==> src/rtl/assert_macros.svh <==
// assertion helpers used by the top rtl file
// every macro samples on clk and is off while rst is high
`ifndef ASSERT_MACROS_SVH
`define ASSERT_MACROS_SVH

// expression holds at every active clock edge
`define ASSERT_ALWAYS(label, expr) \
  label: assert property (@(posedge clk) disable iff (rst) (expr)) \
    else $error("assertion failed");

// consequent holds in the same cycle as the antecedent
`define ASSERT_IMPLIES(label, ante, cons) \
  label: assert property (@(posedge clk) disable iff (rst) (ante) |-> (cons)) \
    else $error("assertion failed");

`endif

==> src/rtl/apfp_pkg.sv <==
`default_nettype none

package apfp_pkg;

  // frame characters
  localparam logic [7:0] CH_HASH  = 8'h23;
  localparam logic [7:0] CH_P     = 8'h50;
  localparam logic [7:0] CH_EQ    = 8'h3D;
  localparam logic [7:0] CH_BANG  = 8'h21;
  localparam logic [7:0] CH_MINUS = 8'h2D;
  localparam logic [7:0] CH_DOT   = 8'h2E;
  localparam logic [7:0] CH_CR    = 8'h0D;
  localparam logic [7:0] CH_LF    = 8'h0A;
  localparam logic [7:0] CH_SPACE = 8'h20;
  localparam logic [7:0] CH_ZERO  = 8'h30;
  localparam logic [7:0] CH_NINE  = 8'h39;

  // limits
  localparam int          VALUE_CHARS = 31;
  localparam int          CNT_W       = $clog2(VALUE_CHARS + 1);
  localparam int          FRAC_DIGITS = 9;
  localparam int          FRAC_BITS   = 16;
  localparam logic [15:0] ID_MAX      = 16'hFFFF;
  localparam logic [30:0] WHOLE_MAX   = 31'h7FFF_FFFF;
  localparam logic [47:0] VALUE_MAX   = 48'h7FFF_FFFF_FFFF;

  // fraction is scaled to nine digits, then divided by 10^9 with rounding;
  // floor(2^(FRAC_BITS + 45) / 10^9) gives a quotient estimate that is short
  // by at most two, fixed up from the low 32 bits of the remainder
  localparam logic [31:0] DEC_ONE   = 32'd1000000000;
  localparam logic [31:0] DEC_TWO   = 32'd2000000000;
  localparam logic [31:0] DEC_HALF  = 32'd500000000;
  localparam logic [31:0] REC_MUL   = 32'd2305843009;
  localparam int          REC_SHIFT = 45;

  // frame fields that travel with every result
  typedef struct packed {
    logic [15:0] id;
    logic        neg;
    logic [30:0] whole;
    logic        ok;
  } meta_t;

  // finished frame from the parser
  typedef struct packed {
    meta_t       meta;
    logic [29:0] frac_acc;
    logic [3:0]  frac_digits;
  } pkt_t;

  // frame with its binary fraction
  typedef struct packed {
    meta_t       meta;
    logic [16:0] frac;
  } res_t;

  // 10^(9 - digits): brings the fraction text to nine digits
  function automatic logic [29:0] frac_scale(input logic [3:0] digits);
    logic [29:0] scale;
    case (digits)
      4'd0:    scale = 30'd1000000000;
      4'd1:    scale = 30'd100000000;
      4'd2:    scale = 30'd10000000;
      4'd3:    scale = 30'd1000000;
      4'd4:    scale = 30'd100000;
      4'd5:    scale = 30'd10000;
      4'd6:    scale = 30'd1000;
      4'd7:    scale = 30'd100;
      4'd8:    scale = 30'd10;
      default: scale = 30'd1;
    endcase
    return scale;
  endfunction

endpackage

`default_nettype wire

==> src/rtl/apfp_in_if.sv <==
`default_nettype none

interface apfp_in_if;
  logic       valid;
  logic       ready;
  logic       req_type;
  logic [7:0] rx_byte;

  modport source (output valid, output req_type, output rx_byte, input ready);
  modport sink (input valid, input req_type, input rx_byte, output ready);
endinterface

`default_nettype wire

==> src/rtl/apfp_out_if.sv <==
`default_nettype none

interface apfp_out_if;
  logic        valid;
  logic        ready;
  logic [15:0] param_id;
  logic [47:0] param_value;
  logic        parse_ok;

  modport source (output valid, output param_id, output param_value, output parse_ok,
                  input ready);
  modport sink (input valid, input param_id, input param_value, input parse_ok,
                output ready);
endinterface

`default_nettype wire

==> src/rtl/apfp_parser.sv <==
`default_nettype none

module apfp_parser (
  input  logic              clk,
  input  logic              rst,
  apfp_in_if.sink           byte_ch,
  output logic              pkt_valid,
  input  logic              pkt_ready,
  output apfp_pkg::pkt_t    pkt
);

  // frame phase codes
  localparam logic [2:0] PH_IDLE   = 3'd0;
  localparam logic [2:0] PH_HASH   = 3'd1;
  localparam logic [2:0] PH_LETTER = 3'd2;
  localparam logic [2:0] PH_ID     = 3'd3;
  localparam logic [2:0] PH_VALUE  = 3'd4;

  // number phase codes
  localparam logic [2:0] NP_START = 3'd0;
  localparam logic [2:0] NP_SIGN  = 3'd1;
  localparam logic [2:0] NP_WHOLE = 3'd2;
  localparam logic [2:0] NP_FRAC  = 3'd3;
  localparam logic [2:0] NP_TRAIL = 3'd4;
  localparam logic [2:0] NP_BAD   = 3'd5;

  typedef struct packed {
    logic [apfp_pkg::CNT_W-1:0] char_count;
    logic [2:0]                 number_phase;
    logic                       is_negative;
    logic                       seen_digit;
    logic [30:0]                whole_acc;
    logic [29:0]                fraction_acc;
    logic [3:0]                 fraction_digits;
  } num_t;

  localparam num_t NUM_CLEAR = '0;

  logic [2:0]  frame_phase;
  logic [2:0]  frame_phase_next;
  logic [15:0] frame_number;
  logic [15:0] frame_number_next;
  num_t        num;
  num_t        num_next;

  logic        digit;
  logic        blank;
  logic [3:0]  dval;
  logic [19:0] id_calc;
  logic [34:0] whole_calc;
  logic [33:0] frac_calc;
  logic        restart;

  // a frame result leaves on the closing character
  assign pkt_valid = byte_ch.valid && !byte_ch.req_type && (frame_phase == PH_VALUE) &&
                     (byte_ch.rx_byte == apfp_pkg::CH_BANG);
  assign byte_ch.ready = pkt_ready;

  assign pkt.meta.id       = frame_number;
  assign pkt.meta.neg      = num.is_negative;
  assign pkt.meta.whole    = num.whole_acc;
  assign pkt.meta.ok       = num.seen_digit && (num.number_phase <= NP_TRAIL);
  assign pkt.frac_acc      = num.fraction_acc;
  assign pkt.frac_digits   = num.fraction_digits;

  // character classes and decimal accumulators
  always_comb begin
    digit = byte_ch.rx_byte inside {[apfp_pkg::CH_ZERO:apfp_pkg::CH_NINE]};
    blank = byte_ch.rx_byte inside {apfp_pkg::CH_CR, apfp_pkg::CH_LF, apfp_pkg::CH_SPACE};
    dval  = digit ? byte_ch.rx_byte[3:0] : 4'd0;
    id_calc    = {1'b0, frame_number, 3'b000} + {3'b000, frame_number, 1'b0} + 20'(dval);
    whole_calc = {1'b0, num.whole_acc, 3'b000} + {3'b000, num.whole_acc, 1'b0} + 35'(dval);
    frac_calc  = {1'b0, num.fraction_acc, 3'b000} + {3'b000, num.fraction_acc, 1'b0} +
                 34'(dval);
  end

  // frame and number state update
  always_comb begin
    frame_phase_next  = frame_phase;
    frame_number_next = frame_number;
    num_next          = num;
    restart           = 1'b0;
    if (byte_ch.valid && pkt_ready) begin
      if (byte_ch.req_type) begin
        restart = 1'b1;
      end else begin
        case (frame_phase)
          PH_IDLE: begin
            if (byte_ch.rx_byte == apfp_pkg::CH_HASH) frame_phase_next = PH_HASH;
          end
          PH_HASH: begin
            if (byte_ch.rx_byte == apfp_pkg::CH_P) begin
              frame_phase_next  = PH_LETTER;
              frame_number_next = '0;
            end else begin
              restart = 1'b1;
            end
          end
          PH_LETTER, PH_ID: begin
            if (digit) begin
              frame_number_next = (id_calc > 20'(apfp_pkg::ID_MAX)) ? apfp_pkg::ID_MAX :
                                  id_calc[15:0];
              frame_phase_next  = PH_ID;
            end else if (byte_ch.rx_byte == apfp_pkg::CH_EQ) begin
              frame_phase_next = PH_VALUE;
              num_next         = NUM_CLEAR;
            end else begin
              restart = 1'b1;
            end
          end
          PH_VALUE: begin
            if (byte_ch.rx_byte == apfp_pkg::CH_BANG) begin
              restart = 1'b1;
            end else if (num.char_count <
                         apfp_pkg::CNT_W'(apfp_pkg::VALUE_CHARS)) begin
              num_next.char_count = num.char_count + apfp_pkg::CNT_W'(1);
              // value text checker
              if (num.number_phase > NP_TRAIL) begin
                num_next.number_phase = NP_BAD;
              end else if (num.number_phase == NP_TRAIL) begin
                if (!blank) num_next.number_phase = NP_BAD;
              end else if (blank) begin
                num_next.number_phase = NP_TRAIL;
              end else if (num.number_phase == NP_FRAC) begin
                if (digit) begin
                  num_next.seen_digit = 1'b1;
                  if (num.fraction_digits < 4'(apfp_pkg::FRAC_DIGITS)) begin
                    num_next.fraction_acc    = frac_calc[29:0];
                    num_next.fraction_digits = num.fraction_digits + 4'd1;
                  end
                end else begin
                  num_next.number_phase = NP_BAD;
                end
              end else if (digit) begin
                num_next.whole_acc    = (whole_calc > 35'(apfp_pkg::WHOLE_MAX)) ?
                                        apfp_pkg::WHOLE_MAX : whole_calc[30:0];
                num_next.seen_digit   = 1'b1;
                num_next.number_phase = NP_WHOLE;
              end else if (byte_ch.rx_byte == apfp_pkg::CH_DOT) begin
                num_next.number_phase = NP_FRAC;
              end else if ((byte_ch.rx_byte == apfp_pkg::CH_MINUS) &&
                           (num.number_phase == NP_START)) begin
                num_next.is_negative  = 1'b1;
                num_next.number_phase = NP_SIGN;
              end else begin
                num_next.number_phase = NP_BAD;
              end
            end else begin
              restart = 1'b1;
            end
          end
          default: restart = 1'b1;
        endcase
      end
    end
    if (restart) begin
      frame_phase_next  = PH_IDLE;
      frame_number_next = '0;
      num_next          = NUM_CLEAR;
    end
  end

  always_ff @(posedge clk) begin
    if (rst) begin
      frame_phase  <= PH_IDLE;
      frame_number <= '0;
      num          <= NUM_CLEAR;
    end else begin
      frame_phase  <= frame_phase_next;
      frame_number <= frame_number_next;
      num          <= num_next;
    end
  end

endmodule

`default_nettype wire

==> src/rtl/apfp_frac.sv <==
`default_nettype none

module apfp_frac (
  input  logic              clk,
  input  logic              rst,
  input  logic              pkt_valid,
  output logic              pkt_ready,
  input  apfp_pkg::pkt_t    pkt,
  output logic              res_valid,
  input  logic              res_ready,
  output apfp_pkg::res_t    res
);

  logic              s0_valid;
  apfp_pkg::pkt_t    s0_pkt;
  logic              s0_en;
  logic              s1_valid;
  apfp_pkg::meta_t   s1_meta;
  logic [29:0]       s1_acc9;
  logic              s1_en;
  logic              s2_valid;
  apfp_pkg::meta_t   s2_meta;
  logic [15:0]       s2_acc_lo;
  logic [16:0]       s2_q;
  logic              s2_en;
  logic              s3_valid;
  apfp_pkg::meta_t   s3_meta;
  logic [31:0]       s3_num;
  logic [31:0]       s3_sub;
  logic [16:0]       s3_q;
  logic              s3_en;
  logic              s4_valid;
  apfp_pkg::res_t    s4_res;
  logic              s4_en;
  logic [59:0]       prod;
  logic [61:0]       est;
  logic [31:0]       rem;
  logic [16:0]       q_fix;

  // stage advance: a stage moves when empty or when the next one moves
  assign s4_en = !s4_valid || res_ready;
  assign s3_en = !s3_valid || s4_en;
  assign s2_en = !s2_valid || s3_en;
  assign s1_en = !s1_valid || s2_en;
  assign s0_en = !s0_valid || s1_en;

  assign pkt_ready = s0_en;

  // scale the fraction text to nine digits
  assign prod = s0_pkt.frac_acc * apfp_pkg::frac_scale(s0_pkt.frac_digits);

  // quotient estimate by reciprocal multiply, never above the true quotient
  assign est = s1_acc9 * apfp_pkg::REC_MUL;

  // remainder fix-up: the estimate is short by zero, one or two
  always_comb begin
    rem = s3_num - s3_sub;
    if (rem >= apfp_pkg::DEC_TWO) begin
      q_fix = s3_q + 17'd2;
    end else if (rem >= apfp_pkg::DEC_ONE) begin
      q_fix = s3_q + 17'd1;
    end else begin
      q_fix = s3_q;
    end
  end

  // valid bits
  always_ff @(posedge clk) begin
    if (rst) begin
      s0_valid <= 1'b0;
      s1_valid <= 1'b0;
      s2_valid <= 1'b0;
      s3_valid <= 1'b0;
      s4_valid <= 1'b0;
    end else begin
      if (s0_en) s0_valid <= pkt_valid;
      if (s1_en) s1_valid <= s0_valid;
      if (s2_en) s2_valid <= s1_valid;
      if (s3_en) s3_valid <= s2_valid;
      if (s4_en) s4_valid <= s3_valid;
    end
  end

  // stage payloads
  always_ff @(posedge clk) begin
    if (s0_en) s0_pkt <= pkt;
    if (s1_en) begin
      s1_meta <= s0_pkt.meta;
      s1_acc9 <= prod[29:0];
    end
    if (s2_en) begin
      s2_meta   <= s1_meta;
      s2_acc_lo <= s1_acc9[15:0];
      s2_q      <= est[apfp_pkg::REC_SHIFT+16:apfp_pkg::REC_SHIFT];
    end
    // low 32 bits of numerator and of estimate times 10^9
    if (s3_en) begin
      s3_meta <= s2_meta;
      s3_num  <= {s2_acc_lo, 16'h0000} + apfp_pkg::DEC_HALF;
      s3_sub  <= {15'b0, s2_q} * apfp_pkg::DEC_ONE;
      s3_q    <= s2_q;
    end
    if (s4_en) begin
      s4_res.meta <= s3_meta;
      s4_res.frac <= q_fix;
    end
  end

  assign res_valid = s4_valid;
  assign res       = s4_res;

endmodule

`default_nettype wire

==> src/rtl/apfp_pack.sv <==
`default_nettype none

module apfp_pack (
  input  logic              clk,
  input  logic              rst,
  input  logic              res_valid,
  output logic              res_ready,
  input  apfp_pkg::res_t    res,
  apfp_out_if.source        param_ch
);

  logic        valid;
  logic [15:0] param_id;
  logic [47:0] param_value;
  logic        parse_ok;
  logic [47:0] mag;
  logic [47:0] sat;
  logic [47:0] value_next;

  assign res_ready = !valid || param_ch.ready;

  // join whole and fraction, clamp, apply sign; zero when parse_ok is low
  always_comb begin
    mag = {1'b0, res.meta.whole, {apfp_pkg::FRAC_BITS{1'b0}}} + {31'b0, res.frac};
    sat = mag[47] ? apfp_pkg::VALUE_MAX : mag;
    if (!res.meta.ok) begin
      value_next = '0;
    end else if (res.meta.neg) begin
      value_next = 48'd0 - sat;
    end else begin
      value_next = sat;
    end
  end

  // output register
  always_ff @(posedge clk) begin
    if (rst) begin
      valid <= 1'b0;
    end else if (res_ready) begin
      valid <= res_valid;
    end
  end

  always_ff @(posedge clk) begin
    if (res_ready && res_valid) begin
      param_id    <= res.meta.id;
      param_value <= value_next;
      parse_ok    <= res.meta.ok;
    end
  end

  assign param_ch.valid       = valid;
  assign param_ch.param_id    = param_id;
  assign param_ch.param_value = param_value;
  assign param_ch.parse_ok    = parse_ok;

endmodule

`default_nettype wire

==> src/rtl/ascii_param_frame_parser_top.sv <==
`default_nettype none
`include "assert_macros.svh"

// Parses ASCII parameter frames "#P<id>=<value>!" from a stream of UART bytes,
// one byte per transaction; a transaction with req_type set is a line error and
// drops any partial frame. Every '!' that closes the value of a frame yields one
// result: the decimal id (saturated at 65535), the value as signed Q31.16 with
// round-half-up on the fraction, and parse_ok, which is low with a zero value
// when the value text is not a well-formed number. A byte is taken every cycle
// unless the fraction path is stalled. On its way to the output register a result
// passes the fraction path: an input stage, a multiply that scales the fraction
// to nine digits, a reciprocal multiply that estimates the quotient by 10^9, a
// back multiply for the remainder, and a small fix-up of the quotient. The stages
// are elastic, so bytes keep flowing while a result waits at the output until
// all stages are full.
module ascii_param_frame_parser_top (
  input  logic       clk,
  input  logic       rst,
  apfp_in_if.sink    byte_ch,
  apfp_out_if.source param_ch
);

  logic            pkt_valid;
  logic            pkt_ready;
  apfp_pkg::pkt_t  pkt;
  logic            res_valid;
  logic            res_ready;
  apfp_pkg::res_t  res;

  // frame recognizer and number accumulator
  apfp_parser u_parser (
    .clk       (clk),
    .rst       (rst),
    .byte_ch   (byte_ch),
    .pkt_valid (pkt_valid),
    .pkt_ready (pkt_ready),
    .pkt       (pkt)
  );

  // decimal fraction to binary
  apfp_frac u_frac (
    .clk       (clk),
    .rst       (rst),
    .pkt_valid (pkt_valid),
    .pkt_ready (pkt_ready),
    .pkt       (pkt),
    .res_valid (res_valid),
    .res_ready (res_ready),
    .res       (res)
  );

  // fixed-point assembly and output register
  apfp_pack u_pack (
    .clk       (clk),
    .rst       (rst),
    .res_valid (res_valid),
    .res_ready (res_ready),
    .res       (res),
    .param_ch  (param_ch)
  );

  // checks
  `ASSERT_ALWAYS(a_err_no_frame, !(byte_ch.valid && byte_ch.req_type && pkt_valid))
  `ASSERT_IMPLIES(a_bad_is_zero, param_ch.valid && !param_ch.parse_ok,
                  param_ch.param_value == 48'd0)
  `ASSERT_IMPLIES(a_no_min_value, param_ch.valid && param_ch.parse_ok,
                  param_ch.param_value != 48'h8000_0000_0000)

endmodule

`default_nettype wire

==> src/flat_wrapper.sv <==
// flat-port wrapper written by rule: the top's interface ports become plain ports
module ascii_param_frame_parser_top_flat 
  (clk, rst, byte_ch_valid, byte_ch_req_type, byte_ch_rx_byte, byte_ch_ready, param_ch_valid, param_ch_param_id, param_ch_param_value, param_ch_parse_ok, param_ch_ready);
  apfp_in_if byte_ch_i ();
  apfp_out_if param_ch_i ();
  input  logic clk;
  input  logic rst;
  input wire logic [$bits(byte_ch_i.valid)-1:0] byte_ch_valid;
  input wire logic [$bits(byte_ch_i.req_type)-1:0] byte_ch_req_type;
  input wire logic [$bits(byte_ch_i.rx_byte)-1:0] byte_ch_rx_byte;
  output wire logic [$bits(byte_ch_i.ready)-1:0] byte_ch_ready;
  output wire logic [$bits(param_ch_i.valid)-1:0] param_ch_valid;
  output wire logic [$bits(param_ch_i.param_id)-1:0] param_ch_param_id;
  output wire logic [$bits(param_ch_i.param_value)-1:0] param_ch_param_value;
  output wire logic [$bits(param_ch_i.parse_ok)-1:0] param_ch_parse_ok;
  input wire logic [$bits(param_ch_i.ready)-1:0] param_ch_ready;
  assign byte_ch_i.valid = byte_ch_valid;
  assign byte_ch_i.req_type = byte_ch_req_type;
  assign byte_ch_i.rx_byte = byte_ch_rx_byte;
  assign byte_ch_ready = byte_ch_i.ready;
  assign param_ch_valid = param_ch_i.valid;
  assign param_ch_param_id = param_ch_i.param_id;
  assign param_ch_param_value = param_ch_i.param_value;
  assign param_ch_parse_ok = param_ch_i.parse_ok;
  assign param_ch_i.ready = param_ch_ready;
  ascii_param_frame_parser_top u_core (.clk(clk), .rst(rst), .byte_ch(byte_ch_i), .param_ch(param_ch_i));
endmodule
==> config.mk <==
export PLATFORM = sky130hd
export DESIGN_NAME = ascii_param_frame_parser_top_flat
export DESIGN_NICKNAME = d
export VERILOG_FILES = /design/src/rtl/apfp_pkg.sv /design/src/rtl/apfp_in_if.sv /design/src/rtl/apfp_out_if.sv /design/src/rtl/apfp_parser.sv /design/src/rtl/apfp_frac.sv /design/src/rtl/apfp_pack.sv /design/src/rtl/ascii_param_frame_parser_top.sv /design/src/flat_wrapper.sv
export VERILOG_INCLUDE_DIRS = /design/src /design/src/rtl
export SDC_FILE = /design/constraint.sdc
export NUM_CORES = 2
export LEC_CHECK = 0
export ABC_AREA = 1
export BUFFER_PORTS_ARGS = -buffer_cell sky130_fd_sc_hd__buf_2
export CELL_PAD_IN_SITES_DETAIL_PLACEMENT = 0
export CELL_PAD_IN_SITES_GLOBAL_PLACEMENT = 2
export CORE_MARGIN = 4
export CORE_UTILIZATION = 45
export DETAILED_ROUTE_END_ITERATION = 7
export PLACE_DENSITY_LB_ADDON = 0.1
export SLEW_MARGIN = 20
export SYNTH_ARGS = -nofsm -noshare
export SYNTH_HDL_FRONTEND = slang
export SYNTH_HIERARCHICAL = 1
export SYNTH_SLANG_ARGS = --single-unit
==> constraint.sdc <==
create_clock -name clk -period 23.6 [get_ports clk]
set_clock_uncertainty 0.1 [all_clocks]
set_input_delay 3.54 -clock clk [delete_from_list [all_inputs] [get_ports clk]]
set_output_delay 3.54 -clock clk [all_outputs]
set_load 0.005 [all_outputs]
[After elaboration in Yosys (flattened, before gate mapping)]
Memories as Yosys holds them, arrays and structs flattened. A register that Yosys moved wholly into a read port is not among the register bits.
Index checks and enable logic that the tools add are counted.
Storage, ports and cells
  bits in registers: 596
  latch bits: 0
  memory bits (writable): 0
  bits in read-only memories: 480
  input bits: 13
  output and inout port bits: 67
  word-level logic and storage cells: 200
  memories kept: 1
Operators by class
  $add $sub $neg: 14
  multipliers: 3
  divide/modulo/power cells: 0
  order comparisons: 10
  equality and inequality tests: 35
  shift operators: 0
  mux-type cells: 52
  bitwise logic cells: 1
  reduce and logical (&&, ||, !) cells: 37
Memories
  (no name shown): depth 16, bits a word 30, rd ports 1, clocked after memory_dff 1, wr ports 0, line apfp_pkg.sv:60  | case (digits)
Operator list (count)
  $mux 75: 4
  $mux 67: 3
  $pmux 75 s2: 1
  $mux 34: 3
  $mul 30x32->62 const B: 1
  $mux 31: 2
  $add 47x17->48: 1
  $eq 8x6->1 const B: 6
  $mux 16: 3
  $mux 48: 1
  $sub 1x47->48 const A: 1
  $mux 47: 1
  $mux 3: 13
  $add 34x32->35: 1
  $add 35x4->35: 1
  $gt 35x31->1 const B: 1
  $mux 17: 2
  $add 32x29->32 const B: 1
  $ge 32x30->1 const B: 1
  $ge 32x31->1 const B: 1
  $mux 32: 1
  $pmux 16 s2: 1
  $sub 32x32->32: 1
  $add 30x30->30: 1
  46 further kinds: 100

[Depth between registers and ports, before layout]
  depth in word-level cells: 14
  mapped depth: 32
  depth with buffers taken out: 31

[Hierarchy]
Netlist, hierarchy kept.
Modules (own cells, without submodules)
  apfp_frac: times used 1, cells each 4879, area an instance 48036.1 um2, seq. area each 12962.4 um2
  apfp_parser: times used 1, cells each 1583, area an instance 10292.4 um2, seq. area each 1881.8 um2
  apfp_pack: times used 1, cells each 762, area an instance 5303.8 um2, seq. area each 1971.9 um2

[Worst setup path before layout]
No wires, ideal clock.
  path type: in2out
  start: input param_ch_ready
  end: output byte_ch_ready
  data arrival time: 9.926 ns
  required time: 19.960 ns
  setup slack: 10.034 ns
  stages on the path: 11
  path buffers: 1
  cell sequence: inv_1 > nand2_1 > nor2_1 > inv_2 > nor2_1 > inv_1 > nor2_1 > inv_1 > nor2_2 > nand2_2 > buf_4
Between the ends
  word-level cells in the longest chain between the ends: 6
RTL lines
  start, declared: line flat_wrapper.sv:16  | input wire logic [$bits(param_ch_i.ready)-1:0] param_ch_ready;
  $logic_or 1x1->1: line apfp_pack.sv:20  | assign res_ready = !valid || param_ch.ready;
  net u_core.res_ready: line ascii_param_frame_parser_top.sv:27  | logic res_ready;
  $logic_or 1x1->1: line apfp_frac.sv:41  | assign s4_en = !s4_valid || res_ready;
  net u_core.u_frac.s4_en: line apfp_frac.sv:34  | logic s4_en;
  $logic_or 1x1->1: line apfp_frac.sv:42  | assign s3_en = !s3_valid || s4_en;
  net u_core.u_frac.s3_en: line apfp_frac.sv:31  | logic s3_en;
  $logic_or 1x1->1: line apfp_frac.sv:43  | assign s2_en = !s2_valid || s3_en;
  net u_core.u_frac.s2_en: line apfp_frac.sv:25  | logic s2_en;
  $logic_or 1x1->1: line apfp_frac.sv:44  | assign s1_en = !s1_valid || s2_en;
  $logic_or 1x1->1: line apfp_frac.sv:45  | assign s0_en = !s0_valid || s1_en;
  end, declared: line flat_wrapper.sv:11  | output wire logic [$bits(byte_ch_i.ready)-1:0] byte_ch_ready;
The timed path passes the listed nets, and every way through them passes these cells.

[Worst setup path after layout]
Ends and elaborated chain as after synthesis.

==> flow_metrics.tcl <==
set metrics [dict create \
    outcome "finished clean" \
    wl_um 166000 \
    drive_gt1_share_pct 5.88 \
    detail_route.wl_per_cell_um 18.1 \
    first_iter_violations 2833 \
    cts_root_buf "clkbuf_16" \
    coreArea_um2 140000 \
    io_pins 80 \
    antenna_found_initial 2 \
    critPathKind "primary input to primary output" \
    worst-endpoint-required_ns 19.96 \
    max-cap-violations 0 \
    grt_max_degree 81 \
    synthArstFlopShare_pct 0 \
    multi_input_area_um2 39700 \
    numCtsBuffers 69 \
    fillers 13800 \
    dieArea_um2 147000 \
    grt_usage_pct 22.9 \
    cts.path.max_buffers 3 \
    syn_inst 7224 \
    clock_sinks 601 \
    cts_tree "yes" \
    place_hpwl_um 134000 \
    fin_setup_tns_ns 0 \
    io_buffer_count 79 \
    tightest_slew_ns 1.07 \
    r2r_end "u_core/u_frac/s1_acc9[29]" \
    cp.arrival_ns 6.23 \
    cts_hold_buf 0 \
    cp-endpoint "byte_ch_ready" \
    maxSlewViolCount 0 \
    synth-seq-area-share_pct 26.4 \
    syn_avg_cell_area_um2 8.81 \
    drc_errors 0 \
    ys_types 62 \
    synth_top_area_cell "edfxtp_1" \
    synth_area_um2 63600 \
    area.sequential_um2 16800 \
    grt_pass1_wl_um 264000 \
    yosys_warnings 6 \
    r2r_cells 24 \
    power_density_nw_per_um2 32.5 \
    ys_top_cells_by_area "edfxtp_1, fa_1, ha_1" \
    slew_headroom_pct 28.9 \
    peakVddDrop_mv 0.0448 \
    synth_top_area_share_pct 22.6 \
    die_w_um 384 \
    syn-num-nets 8681 \
    worstPathMaxFanout 68 \
    r2r_start "u_core/u_frac/s0_pkt[18]" \
    min_path_type "register to register" \
    r2r_slack_ns 15.82 \
    firstDrtPassIters 6 \
    grt-ovfl-total 0 \
    die_h_um 384 \
    end_kind "primary output" \
    row_count 137 \
    crit_path_start "param_ch_ready" \
    cts_max_level 3 \
    grt_pass1_vias 46500 \
    area_growth_pct 6.56 \
    start_util_pct 45.4 \
    num_vias 45400 \
    p_leak_nw 36.7 \
    rsz0062_at_grt "no" \
    hold_violations 0 \
    post_cts_buffers 0 \
    drt-vias-per-instance 4.97 \
    critPathLaunchType "primary input" \
    synth-edff-count 478 \
    clkTransAtPathRegs_ns 0.05 \
    cts.repair.resized 0 \
    num-nets-final 8664 \
    synth-seq-cells 601 \
    utilization_pct 48.4 \
    max_clock_freq_mhz 101 \
    period_share_pct 41.8 \
    routabilityCongestion 0.888 \
    min_period_ns 9.87 \
    clock_latency_ns 0.65 \
    setup_viol 0 \
    drt.antenna.violating_nets 0 \
    ys.flop_type "edfxtp_1" \
]
-- cells by family (layout without fill, tap and decap cells) --
kind of cell               Yosys count  in the layout  synth area share [%]
AOI/OAI and AO/OA                  591            591                  5.17
xor gates and xnor gates           209            209                  2.88
adders and majority gates         1444           1444                  36.9
buffers and inverters             1805           1839                  11.3
DFF                                601            601                  26.4
muxes                                1              1                0.0216
other                                0              3                     0
and+or+nand+nor                   2573           2573                  17.4
-- flip-flops by register name (all words and copies together), names as in the netlist, 3 cells and up, named ones only --
register                            count
u_core/u_frac/s1_acc9                  30
u_core/u_parser/frame_number           16
u_core/u_parser/pkt                    66
u_core/u_pack/param_ch.param_id        16
u_core/u_frac/s2_acc_lo                16
u_core/u_frac/s3_sub                   21
u_core/u_frac/s2_q                     17
u_core/u_pack/param_ch.param_value     48
u_core/u_frac/s3_num                   16
u_core/u_frac/s2_meta                  49
u_core/u_frac/s3_meta                  49
u_core/u_parser/num                     9
u_core/u_frac/s0_pkt                   83
u_core/u_frac/s3_q                     17
u_core/u_frac/res                      66
u_core/u_frac/s1_meta                  49
u_core/u_parser/frame_phase             3
-- synth_stat cells, types with 4 or more instances --
cell type,number
o22ai_1,6
o21ai_0,123
buf_6,10
nand3_2,23
clkbuf_1,93
edfxtp_1,478
or2_2,16
o21ai_1,12
inv_1,1573
o211ai_1,6
o21ai_2,5
nor3_1,47
a21o_1,24
a21oi_2,12
a31oi_1,18
buf_4,69
nand3_1,273
a211oi_1,4
xnor2_1,86
nor2_2,34
nor2_4,20
nand3b_1,28
o31ai_1,5
nand2_4,5
nor3b_1,7
xor2_1,123
o21bai_1,18
dfxtp_1,123
inv_2,18
nand2_1,1561
buf_1,9
a21boi_0,6
nand2_2,41
nand4_1,55
fa_1,717
buf_2,26
o21a_1,11
a21oi_1,329
and2_1,5
ha_1,727
nor4_1,15
nor2_1,429
-- report_power, final --
part	switching (mW)	total [mW]	internal (mW)
logic	0.00746	0.00951	0.00203
registers	0.000000352	1.13	1.13
clock network	0.450	1.07	0.620
total	0.457	2.21	1.75
-- worst min path at each step --
stage / start / to / slack (ns) / depth (start not counted)
CTS: u_core/u_frac/s1_meta[13] / u_core/u_frac/s2_meta[13] / 0.29 / 0
detailed placement: u_core/u_frac/s3_meta[21] / u_core/u_frac/res[38] / 0.30 / 0
global route: u_core/u_frac/s1_meta[13] / u_core/u_frac/s2_meta[13] / 0.30 / 0
global placement: u_core/u_frac/s0_pkt[67] / u_core/u_frac/s1_meta[33] / 0.30 / 0
finish: u_core/u_frac/s1_meta[13] / u_core/u_frac/s2_meta[13] / 0.29 / 0
floorplan: u_core/u_frac/s3_meta[0] / u_core/u_frac/res[17] / 0.30 / 0
-- metrics by stage --
step           hold WS, ns  total power [mW]  std cells  instance area [µm²]  setup WS, ns
3_5_place_dp         0.305              1.16       9012                65500         13.66
4_1_cts              0.289              2.24       9134                67800         13.66
5_1_grt              0.296              2.29       9136                67800         13.43
6_report             0.293              2.21       9137                67800         13.73
2_1_floorplan        0.300              1.16       7224                63600         10.03
3_3_place_gp         0.301              1.16       9012                65500         13.75
-- metal layers --
layer	share of wire (%)	vias up	GRT usage (%)	wire length [µm]
li1	-	22400	-	-
met1	49	22000	33.4	80800
met2	45	829	37.1	75100
met3	3.8	150	2.25	6280
met4	2.1	0	5.01	3510
met5	0	-	0	0
-- worst max-delay path: stages --
cell and delay [ns]:
buf_2 0.10, inv_1 0.10, nand2_1 0.09, nor2_1 0.23
clkinv_2 0.10, buf_4 0.36, nor2_1 0.30, inv_4 0.28
nor2_1 0.28, inv_4 0.14, nor2_2 0.22, nand2_4 0.23
buf_2 0.21
-- cell type report --
cell class / count / area share, %
clock buffer: 80 / 2.65
timing repair buffer: 122 / 1.06
antenna: 3 / 0.0111
tap: 1876 / 3.46
multi-input combinational: 4818 / 58.5
inverter: 1595 / 8.84
clock inverter: 42 / 0.668
sequential: 601 / 24.8
-- placed cells by master (no fill, tap or decap), types with 43 or more instances in the layout --
cell type	n
inv_1	1569
nand2_1	1561
ha_1	727
fa_1	717
edfxtp_1	478
nor2_1	427
a21oi_1	328
nand3_1	273
o21ai_0	123
xor2_1	123
dfxtp_1	118
xnor2_1	86
buf_2	79
clkbuf_16	70
nand4_1	55
nor3_1	47
buf_4	43
No activity file was read; power rests on OpenSTA's default activity.
